<file path="src/hdl/lbc_pkg.sv">
`default_nettype none
// ----------------------------------------------------------------------------
// lbc_pkg
// Shared types and constants of the 3D segment clipper.
// ----------------------------------------------------------------------------
package lbc_pkg;

  localparam int NUM_AXES  = 3;
  localparam int NUM_LANES = 2 * NUM_AXES;  // one lane per cube face

  // Per-face flags, fixed before the divide
  typedef struct packed {
    logic big;   // |num| >= 4|den|: quotient far beyond 1.0
    logic tneg;  // quotient sign (num and den differ in sign)
    logic dpos;  // den > 0
    logic dneg;  // den < 0
    logic npos;  // num > 0
  } lbc_lane_t;

  // Control that travels with one segment through the face tests
  typedef struct packed {
    logic valid;
    logic vis;
  } lbc_ctl_t;

endpackage : lbc_pkg
`default_nettype wire

</file>
<file path="src/hdl/lbc_edge.sv">
`default_nettype none
// ----------------------------------------------------------------------------
// lbc_edge
// One axis of the clip test: min face then max face, one register stage.
// ----------------------------------------------------------------------------
module lbc_edge
  import lbc_pkg::*;
#(
  parameter int FRAC_BITS = 16,
  parameter int PW        = 8
) (
  input  wire logic                                 clk_i,
  input  wire logic                                 rst_ni,
  input  wire lbc_ctl_t                             ctl_i,
  input  wire logic signed [FRAC_BITS+2:0]          t_enter_i,
  input  wire logic signed [FRAC_BITS+2:0]          t_leave_i,
  input  wire logic        [1:0][FRAC_BITS+1:0]     quo_i,
  input  wire lbc_lane_t   [1:0]                    lane_i,
  input  wire logic        [PW-1:0]                 pay_i,
  output lbc_ctl_t                                  ctl_o,
  output logic signed [FRAC_BITS+2:0]               t_enter_o,
  output logic signed [FRAC_BITS+2:0]               t_leave_o,
  output logic        [PW-1:0]                      pay_o
);

  localparam int QB = FRAC_BITS + 2;
  localparam int TW = FRAC_BITS + 3;
  localparam logic [QB-1:0] ONE_Q = {1'b0, 1'b1, {FRAC_BITS{1'b0}}};
  localparam logic signed [TW-1:0] OVER_T =
    {2'b00, 1'b1, {(FRAC_BITS-1){1'b0}}, 1'b1};

  lbc_ctl_t                ctl_d, ctl_q;
  logic signed [TW-1:0]    te_d, tl_d, te_q, tl_q;
  logic signed [TW-1:0]    tv [2];
  logic        [PW-1:0]    pay_q;

  // Quotient clamped to -1 .. 1.0+1: same decisions as the exact value
  always_comb begin
    for (int b = 0; b < 2; b++) begin
      if (lane_i[b].tneg && (lane_i[b].big || (quo_i[b] != '0))) begin
        tv[b] = '1;
      end else if (lane_i[b].big || (quo_i[b] > ONE_Q)) begin
        tv[b] = OVER_T;
      end else begin
        tv[b] = signed'({1'b0, quo_i[b]});
      end
    end
  end

  always_comb begin
    ctl_d = ctl_i;
    te_d  = t_enter_i;
    tl_d  = t_leave_i;
    for (int b = 0; b < 2; b++) begin
      if (ctl_d.vis) begin
        if (lane_i[b].dpos) begin
          if (tv[b] > tl_d) begin
            ctl_d.vis = 1'b0;
          end else if (tv[b] > te_d) begin
            te_d = tv[b];
          end
        end else if (lane_i[b].dneg) begin
          if (tv[b] < te_d) begin
            ctl_d.vis = 1'b0;
          end else if (tv[b] < tl_d) begin
            tl_d = tv[b];
          end
        end else if (lane_i[b].npos) begin
          ctl_d.vis = 1'b0;
        end
      end
    end
  end

  always_ff @(posedge clk_i or negedge rst_ni) begin
    if (!rst_ni) begin
      ctl_q <= '0;
    end else begin
      ctl_q <= ctl_d;
    end
  end

  always_ff @(posedge clk_i) begin
    te_q  <= te_d;
    tl_q  <= tl_d;
    pay_q <= pay_i;
  end

  assign ctl_o     = ctl_q;
  assign t_enter_o = te_q;
  assign t_leave_o = tl_q;
  assign pay_o     = pay_q;

endmodule : lbc_edge
`default_nettype wire

</file>
<file path="config.mk">
export PLATFORM = sky130hd
export DESIGN_NAME = lbc_edge
export DESIGN_NICKNAME = d
export VERILOG_FILES = /design/src/hdl/lbc_pkg.sv /design/src/hdl/lbc_edge.sv
export SDC_FILE = /design/constraint.sdc
export NUM_CORES = 1
export LEC_CHECK = 0
export BUFFER_PORTS_ARGS = -buffer_cell sky130_fd_sc_hd__buf_2
export CORE_ASPECT_RATIO = 0.9
export CORE_MARGIN = 4
export CORE_UTILIZATION = 50
export CTS_BUF_LIST = sky130_fd_sc_hd__clkbuf_8 sky130_fd_sc_hd__clkbuf_16
export DETAILED_ROUTE_END_ITERATION = 16
export PLACE_DENSITY_LB_ADDON = 0.12
export RECOVER_POWER = 100
export SLEW_MARGIN = 20
export SYNTH_ARGS = -nofsm -noshare
export SYNTH_HDL_FRONTEND = slang
export SYNTH_SLANG_ARGS = --single-unit
</file>
<file path="constraint.sdc">
create_clock -name clk_i -period 0.8 [get_ports clk_i]
set_input_delay 0 -clock clk_i [delete_from_list [all_inputs] [get_ports clk_i]]
set_output_delay 0 -clock clk_i [all_outputs]
set_load 0.01 [all_outputs]
</file>
==> results of run 1 <==
==> synthesized netlist by cell type, drive strengths merged, types with 5 or more instances <==
| master | instances | area, sq um |
|---|---|---|
| dfxtp | 46 | 921 |
| nand3 | 9 | 45.0 |
| nor4 | 11 | 68.8 |
| nor2b | 6 | 37.5 |
| o21ai | 9 | 45.0 |
| a21o | 28 | 210 |
| nand2 | 14 | 52.6 |
| nor2 | 15 | 56.3 |
| inv | 59 | 221 |
| a21oi | 35 | 175 |
| clkbuf | 5 | 18.8 |
| buf | 8 | 76.3 |
| mux2i | 72 | 721 |
| a211oi | 6 | 50.1 |
| ha | 76 | 951 |
| nand4 | 16 | 100 |
==> what timing repair did <==
| action | in CTS |
|---|---|
| gates cloned | 3 |
| endpoints found under the setup margin | 41 |
| pin swaps | 18 |
| hold endpoints to repair | 11 |
| hold buffers | 11 |
| gates resized for setup | 60 |
| buffers inserted | 33 |
==> kinds of logic after synthesis <==
group / after synthesis / synth area share
compound gates: 99 / 0.161
fa+ha+maj: 76 / 0.230
buf+inv: 73 / 0.0773
flops: 48 / 0.234
mux: 76 / 0.187
simple gates: 86 / 0.111
==> stage by stage <==
stage / TNS [ns] / instances / setup WS, ns / hold slack [ns] / utilization
detailed placement: -197.90 / 878 / -5.15 / -0.214 / 0.805
CTS: -159.90 / 933 / -4.17 / 0.0707 / 0.913
global placement: -189.31 / 878 / -4.89 / -0.215 / 0.805
floorplan: -153.23 / 458 / -4.07 / -0.296 / -
==> layer usage <==
layer,overflow,global-route usage
met2,578,1.27
met5,0,0.0408
met1,6,0.793
met4,113,0.988
met3,2,0.542
==> out/qor.csv, run 1 <==
metric,value,unit
stop_stage,global routing (5_1_grt),
synthDistinctLibCells,50,
synth_seq_cells,48,
ys_seq_area_frac,0.234,
num_rows,31,
synthCells,458,
async_flop_share,0.0417,
worstEpCategory,register data pin,
die_h,94.4,um
numCtsBuffers,5,
status,aborted with a tool error,
synth_warnings,0,
gr-total-overflow,699,
synth.avg_cell_area,9.05,sq um
start_util,0.513,
crit_endpoint,t_enter_o[17]$_DFF_P_/D,
place_congestion,0.946,
h-tree-depth,2,
synth_nets,630,
placed_area,0.00650,sq mm
synth_edf_count,0,
grt_use_total,0.872,
synth_area,0.00414,sq mm
port_buffers,143,
dieWidth,104,um
hpwl,12600,um
clockRootBuffer,clkbuf_8,
ys.flop_type,dfxtp_1,
toolErrorMsg,[ERROR GRT-0232] Routing congestion too high. Check the congestion heatmap in the GUI.,
ioPinCount,144,
clock_sinks,48,
cts_buffer_depth,2,
grt_max_degree,17,
==> run 2: changes to the inputs <==
CORE_ASPECT_RATIO = unset   (was 0.9)
CORE_UTILIZATION = 35   (was 50)
CTS_BUF_LIST = unset   (was sky130_fd_sc_hd__clkbuf_8 sky130_fd_sc_hd__clkbuf_16)
PLACE_DENSITY_LB_ADDON = 0.15   (was 0.12)
==> run 2 against run 1 <==
The flow now finishes, with violations (setup timing). Synthesized cell count unchanged. Area after synthesis is the same.
==> out/qor.csv, run 2 <==
metric,value,unit,change
numCtsBuffers,5,,unchanged
status,finished with violations,,was aborted with a tool error
worst_slew_pin_slew,0.367,ns,
setup_viol,39,,
rsz0062_at_grt,yes,,
synth.avg_cell_area,9.05,sq um,unchanged
dieWidth,117,um,was 104 um
use_met1,0.285,,
synth_seq_cells,48,,unchanged
violations,setup timing,,
synthTopCellsByArea,"ha_1 (23%), dfxtp_1 (22%), mux2i_1 (17%)",,unchanged
layout-drive-gt1-share,0.492,,
num_antenna_cells,0,,
via_per_inst,4.81,,
yosys.cell_count.top_type,ha_1,,unchanged
cts_buffer_depth,2,,unchanged
clockRootBuffer,clkbuf_16,,was clkbuf_8
clock_sinks,48,,unchanged
placeableCoreArea,0.0115,sq mm,
start_kind,input pin,,
finalCritPeriodShare,6.34,,
async_flop_share,0.0417,,unchanged
crit_fanout,8,,
drc,0,,
final-max-slew-violation-count,0,,
layout_common_cells,"buf_4 (205), buf_2 (93), ha_1 (67), inv_1 (58), mux2i_1 (49)",,
ys.flop_type,dfxtp_1,,unchanged
die_h,117,um,was 94.4 um
synth_nets,630,,unchanged
area_growth,81.6,%,
hold_viol,0,,
p_int,5.98,mW,
place_congestion,0.874,,was 0.946
vias,4675,,
h-tree-depth,2,,unchanged
drtIter0Drc,154,,
placed_area,0.00666,sq mm,was 0.00650 sq mm
mostFrequentLayoutCell,buf_4,,
busiest_layer,met2,,
clkPwrFrac,0.275,,
start_util,0.360,,was 0.513
port_buffers,143,,unchanged
hpwl,12900,um,"was 12,600 um"
wl_per_cell,16.0,um,
antenna_found_initial,0,,
end_kind,flip-flop,,
powerDensity,1150,mW/mm^2,
nNetsFinal,1000,,
met2_usage,0.397,,
path_clk_slew,0.07,ns,
final_area,0.00752,sq mm,
grt_pass1_wl,23700,um,
swShare,0.310,,
synth_top_cell_by_area,ha_1,,unchanged
synthDistinctLibCells,50,,unchanged
fmax,0.197,GHz,
critical_path_class,in2reg,,
seqPwrFrac,0.304,,
vdd_ir_drop_max,0.792,mV,
cp_data_required_time,0.98,ns,
ioPinCount,144,,unchanged
drtPass1Iterations,4,,
synthCells,458,,unchanged
grt_max_degree,18,,
gr-total-overflow,0,,
total_power,8.67,mW,
arrival,5.25,ns,
grt_use_total,0.221,,
synth_area,0.00414,sq mm,unchanged
ant_nets,0,,
synth_edf_count,0,,unchanged
min_path_type,in2async,,
dieArea,0.0136,sq mm,
drt_wl_total,15500,um,
drv_cap,0,,
cts_tree,built,,
layout_min_cycle_time,5.07,ns,
slew_headroom,0.749,,
leakagePower,4.00,nW,
fin_ws,-4.27,ns,
synth_top_area_share,0.230,,unchanged
combPwrFrac,0.422,,
grt_pass1_vias,4922,,
num_rows,39,,was 31
synth_warnings,0,,unchanged
power_switching,2.69,mW,
yosys-top-cells-count,"ha_1 (76), mux2i_1 (72), inv_1 (59), dfxtp_1 (46), a21oi_1 (35)",,unchanged
ys_seq_area_frac,0.234,,unchanged
grt_use_met3,0.0267,,
run 2: cell counts after synthesis:
No cell type changed its count.
run 2: power groups by stage:
| stage | sequential (mW) | combinational (mW) | clock (mW) |
|---|---|---|---|
| 2_1_floorplan | 2.78 | 1.36 | 0 |
| 3_3_place_gp | 2.68 | 3.13 | 0 |
| 3_5_place_dp | 2.68 | 3.20 | 0 |
| 4_1_cts | 2.63 | 3.61 | 2.42 |
| 5_1_grt | 2.65 | 3.99 | 2.54 |
| 6_report | 2.63 | 3.66 | 2.38 |
run 2: logic make-up after synthesis:
logic type               after synthesis  synth area share
AO/OA/AOI/OAI                         99             0.161
AND/OR/NAND/NOR                       86             0.111
multiplexers                          76             0.187
adder cells (fa/ha/maj)               76             0.230
buffers and inverters                 73            0.0773
flip-flops                            48             0.234
run 2: through the flow:
step	hold slack (ns)	utilization	worst slack (ns)	TNS [ns]	instances
global placement	-0.216	0.578	-4.83	-186.41	930
finish	0.0432	0.653	-4.27	-162.82	972
global route	0.0607	0.653	-4.52	-172.75	972
detailed placement	-0.211	0.578	-4.96	-190.01	930
CTS	0.0162	0.649	-4.28	-163.32	969
floorplan	-0.296	-	-4.07	-153.23	458
run 2: layout make-up:
| type | instances | area, sq um |
|---|---|---|
| timing repair buffer | 376 | 2610 |
| inverter | 60 | 225 |
| sequential | 48 | 971 |
| tap | 143 | 179 |
| fill | 972 | 3990 |
| clock inverter | 3 | 42.5 |
| clock buffer | 5 | 125 |
| multi-input combinational | 337 | 3370 |
run 2: path summary, 6_finish.rpt:
| kind | startpoint | end | slack [ns] | cells after the start |
|---|---|---|---|---|
| worst max-delay path | quo_i[3] | t_enter_o[0] | -4.27 | 25 |
| worst min-delay path | rst_ni | ctl_o[0] | 0.04 | 2 |
| max in group asynchronous | rst_ni | ctl_o[1] | 0.62 | 2 |
| min in group clk_i | quo_i[21] | t_enter_o[3] | 0.14 | 4 |
run 2: timing repair:
item	CTS	global route
setup buffers	20	2
gates cloned	3	1
hold endpoints to repair	11	0
pin swaps	23	7
endpoints found under the setup margin	39	41
gates resized for setup	69	10
hold buffers	10	0
run 2: worst max-delay path, cell delays in order:
cell	delay, ns
buf_8	0.10
nor4_4	0.29
nand4_1	0.17
buf_4	0.19
a211oi_4	0.21
buf_2	0.24
a21o_1	0.23
ha_1	0.26
nand2_1	0.12
o21ai_0	0.15
a221oi_2	0.33
o211ai_1	0.19
nor4_4	0.34
buf_6	0.21
buf_12	0.15
mux2i_1	0.31
ha_1	0.17
nand4_1	0.13
o21bai_1	0.20
a311oi_2	0.26
nor3_1	0.06
or3_1	0.35
nand4_1	0.13
buf_4	0.14
mux2_2	0.33
run 2: layer usage:
layer,vias up,part of all wire
met5,-,0
met4,0,0.012
met3,12,0.041
met2,118,0.49
met1,2124,0.46
li1,2421,-
Note: power is estimated with default switching activity, not from simulation.
==> run 3: changes to the inputs <==
CORE_UTILIZATION = 50   (was 35)
GPL_TIMING_DRIVEN = 1   (was unset)
==> run 3 against run 2 <==
Area after synthesis is the same. The run now fails in global routing (5_1_grt). Synthesized cell count is the same.
==> out/qor.csv, run 3 <==
metric,value,unit,change
yosys-top-cells-count,"ha_1 (76), mux2i_1 (72), inv_1 (59), dfxtp_1 (46), a21oi_1 (35)",,unchanged
yosys.cell_count.top_type,ha_1,,unchanged
num_rows,32,,was 39
clock_sinks,48,,unchanged
synth_nets,630,,unchanged
ys.flop_type,dfxtp_1,,unchanged
synth-simple-area-share,0.111,,unchanged
die_h,99.0,um,was 117 um
stop_stage,global routing (5_1_grt),,
async_flop_share,0.0417,,unchanged
gr-total-overflow,234,,
synth_fa_ha_area_frac,0.230,,unchanged
h-tree-depth,2,,unchanged
synth_compound_area_frac,0.161,,unchanged
toolErrorMsg,[ERROR GRT-0232] Routing congestion too high. Check the congestion heatmap in the GUI.,,
synthDistinctLibCells,50,,unchanged
synth_seq_cells,48,,unchanged
hpwl,12700,um,"was 12,900 um"
start_util,0.525,,was 0.360
placed_area,0.00648,sq mm,was 0.00666 sq mm
port_buffers,143,,unchanged
numCtsBuffers,5,,unchanged
grt_use_total,0.807,,
synth_edf_count,0,,unchanged
synth-xor-area-share,0,,unchanged
grt_max_degree,15,,
ioPinCount,144,,unchanged
clockRootBuffer,clkbuf_8,,was clkbuf_16
synth.avg_cell_area,9.05,sq um,unchanged
synth_top_family_by_area,adder cells,,unchanged
dieWidth,99.0,um,was 117 um
synth_warnings,0,,unchanged
place_congestion,0.941,,was 0.874
muxShareOfSynthArea,0.187,,unchanged
crit_endpoint,t_enter_o[2]$_DFF_P_/D,,
synthTopCellsByArea,"ha_1 (23%), dfxtp_1 (22%), mux2i_1 (17%)",,unchanged
synth_top_cell_by_area,ha_1,,unchanged
ys_seq_area_frac,0.234,,unchanged
worstEpCategory,register data pin,,
cts_buffer_depth,2,,unchanged
synth_top_area_share,0.230,,unchanged
status,aborted with a tool error,,was finished with violations
synth_area,0.00414,sq mm,unchanged
synthCells,458,,unchanged
-- run 3: cell counts after synthesis --
Identical to the previous run, type by type.
-- run 3: kinds of logic after synthesis --
kind of cell	after synthesis
and+or+nand+nor	86
adders and majority gates	76
AOI/OAI and AO/OA	99
DFF	48
muxes	76
buffers and inverters	73
-- run 3: timing repair --
item / 4_1_cts
endpoints found under the hold margin: 11
buffers inserted: 19
cloned: 6
setup endpoints to repair: 41
hold buffers: 11
pin swaps: 11
gates resized for setup: 50
-- run 3: through the flow --
| stage | cells | hold WS (ns) | setup TNS [ns] | worst slack, ns |
|---|---|---|---|---|
| 2_1_floorplan | 458 | -0.296 | -153.23 | -4.07 |
| 3_3_place_gp | 872 | -0.215 | -170.05 | -4.43 |
| 3_5_place_dp | 872 | -0.213 | -174.90 | -4.66 |
| 4_1_cts | 916 | 0.124 | -158.37 | -4.14 |
-- run 3: routing by layer --
layer  global-route usage  overflow
met4                0.931       106
met1                0.757         2
met3                0.667         1
met5                0.210         0
met2                0.968       125
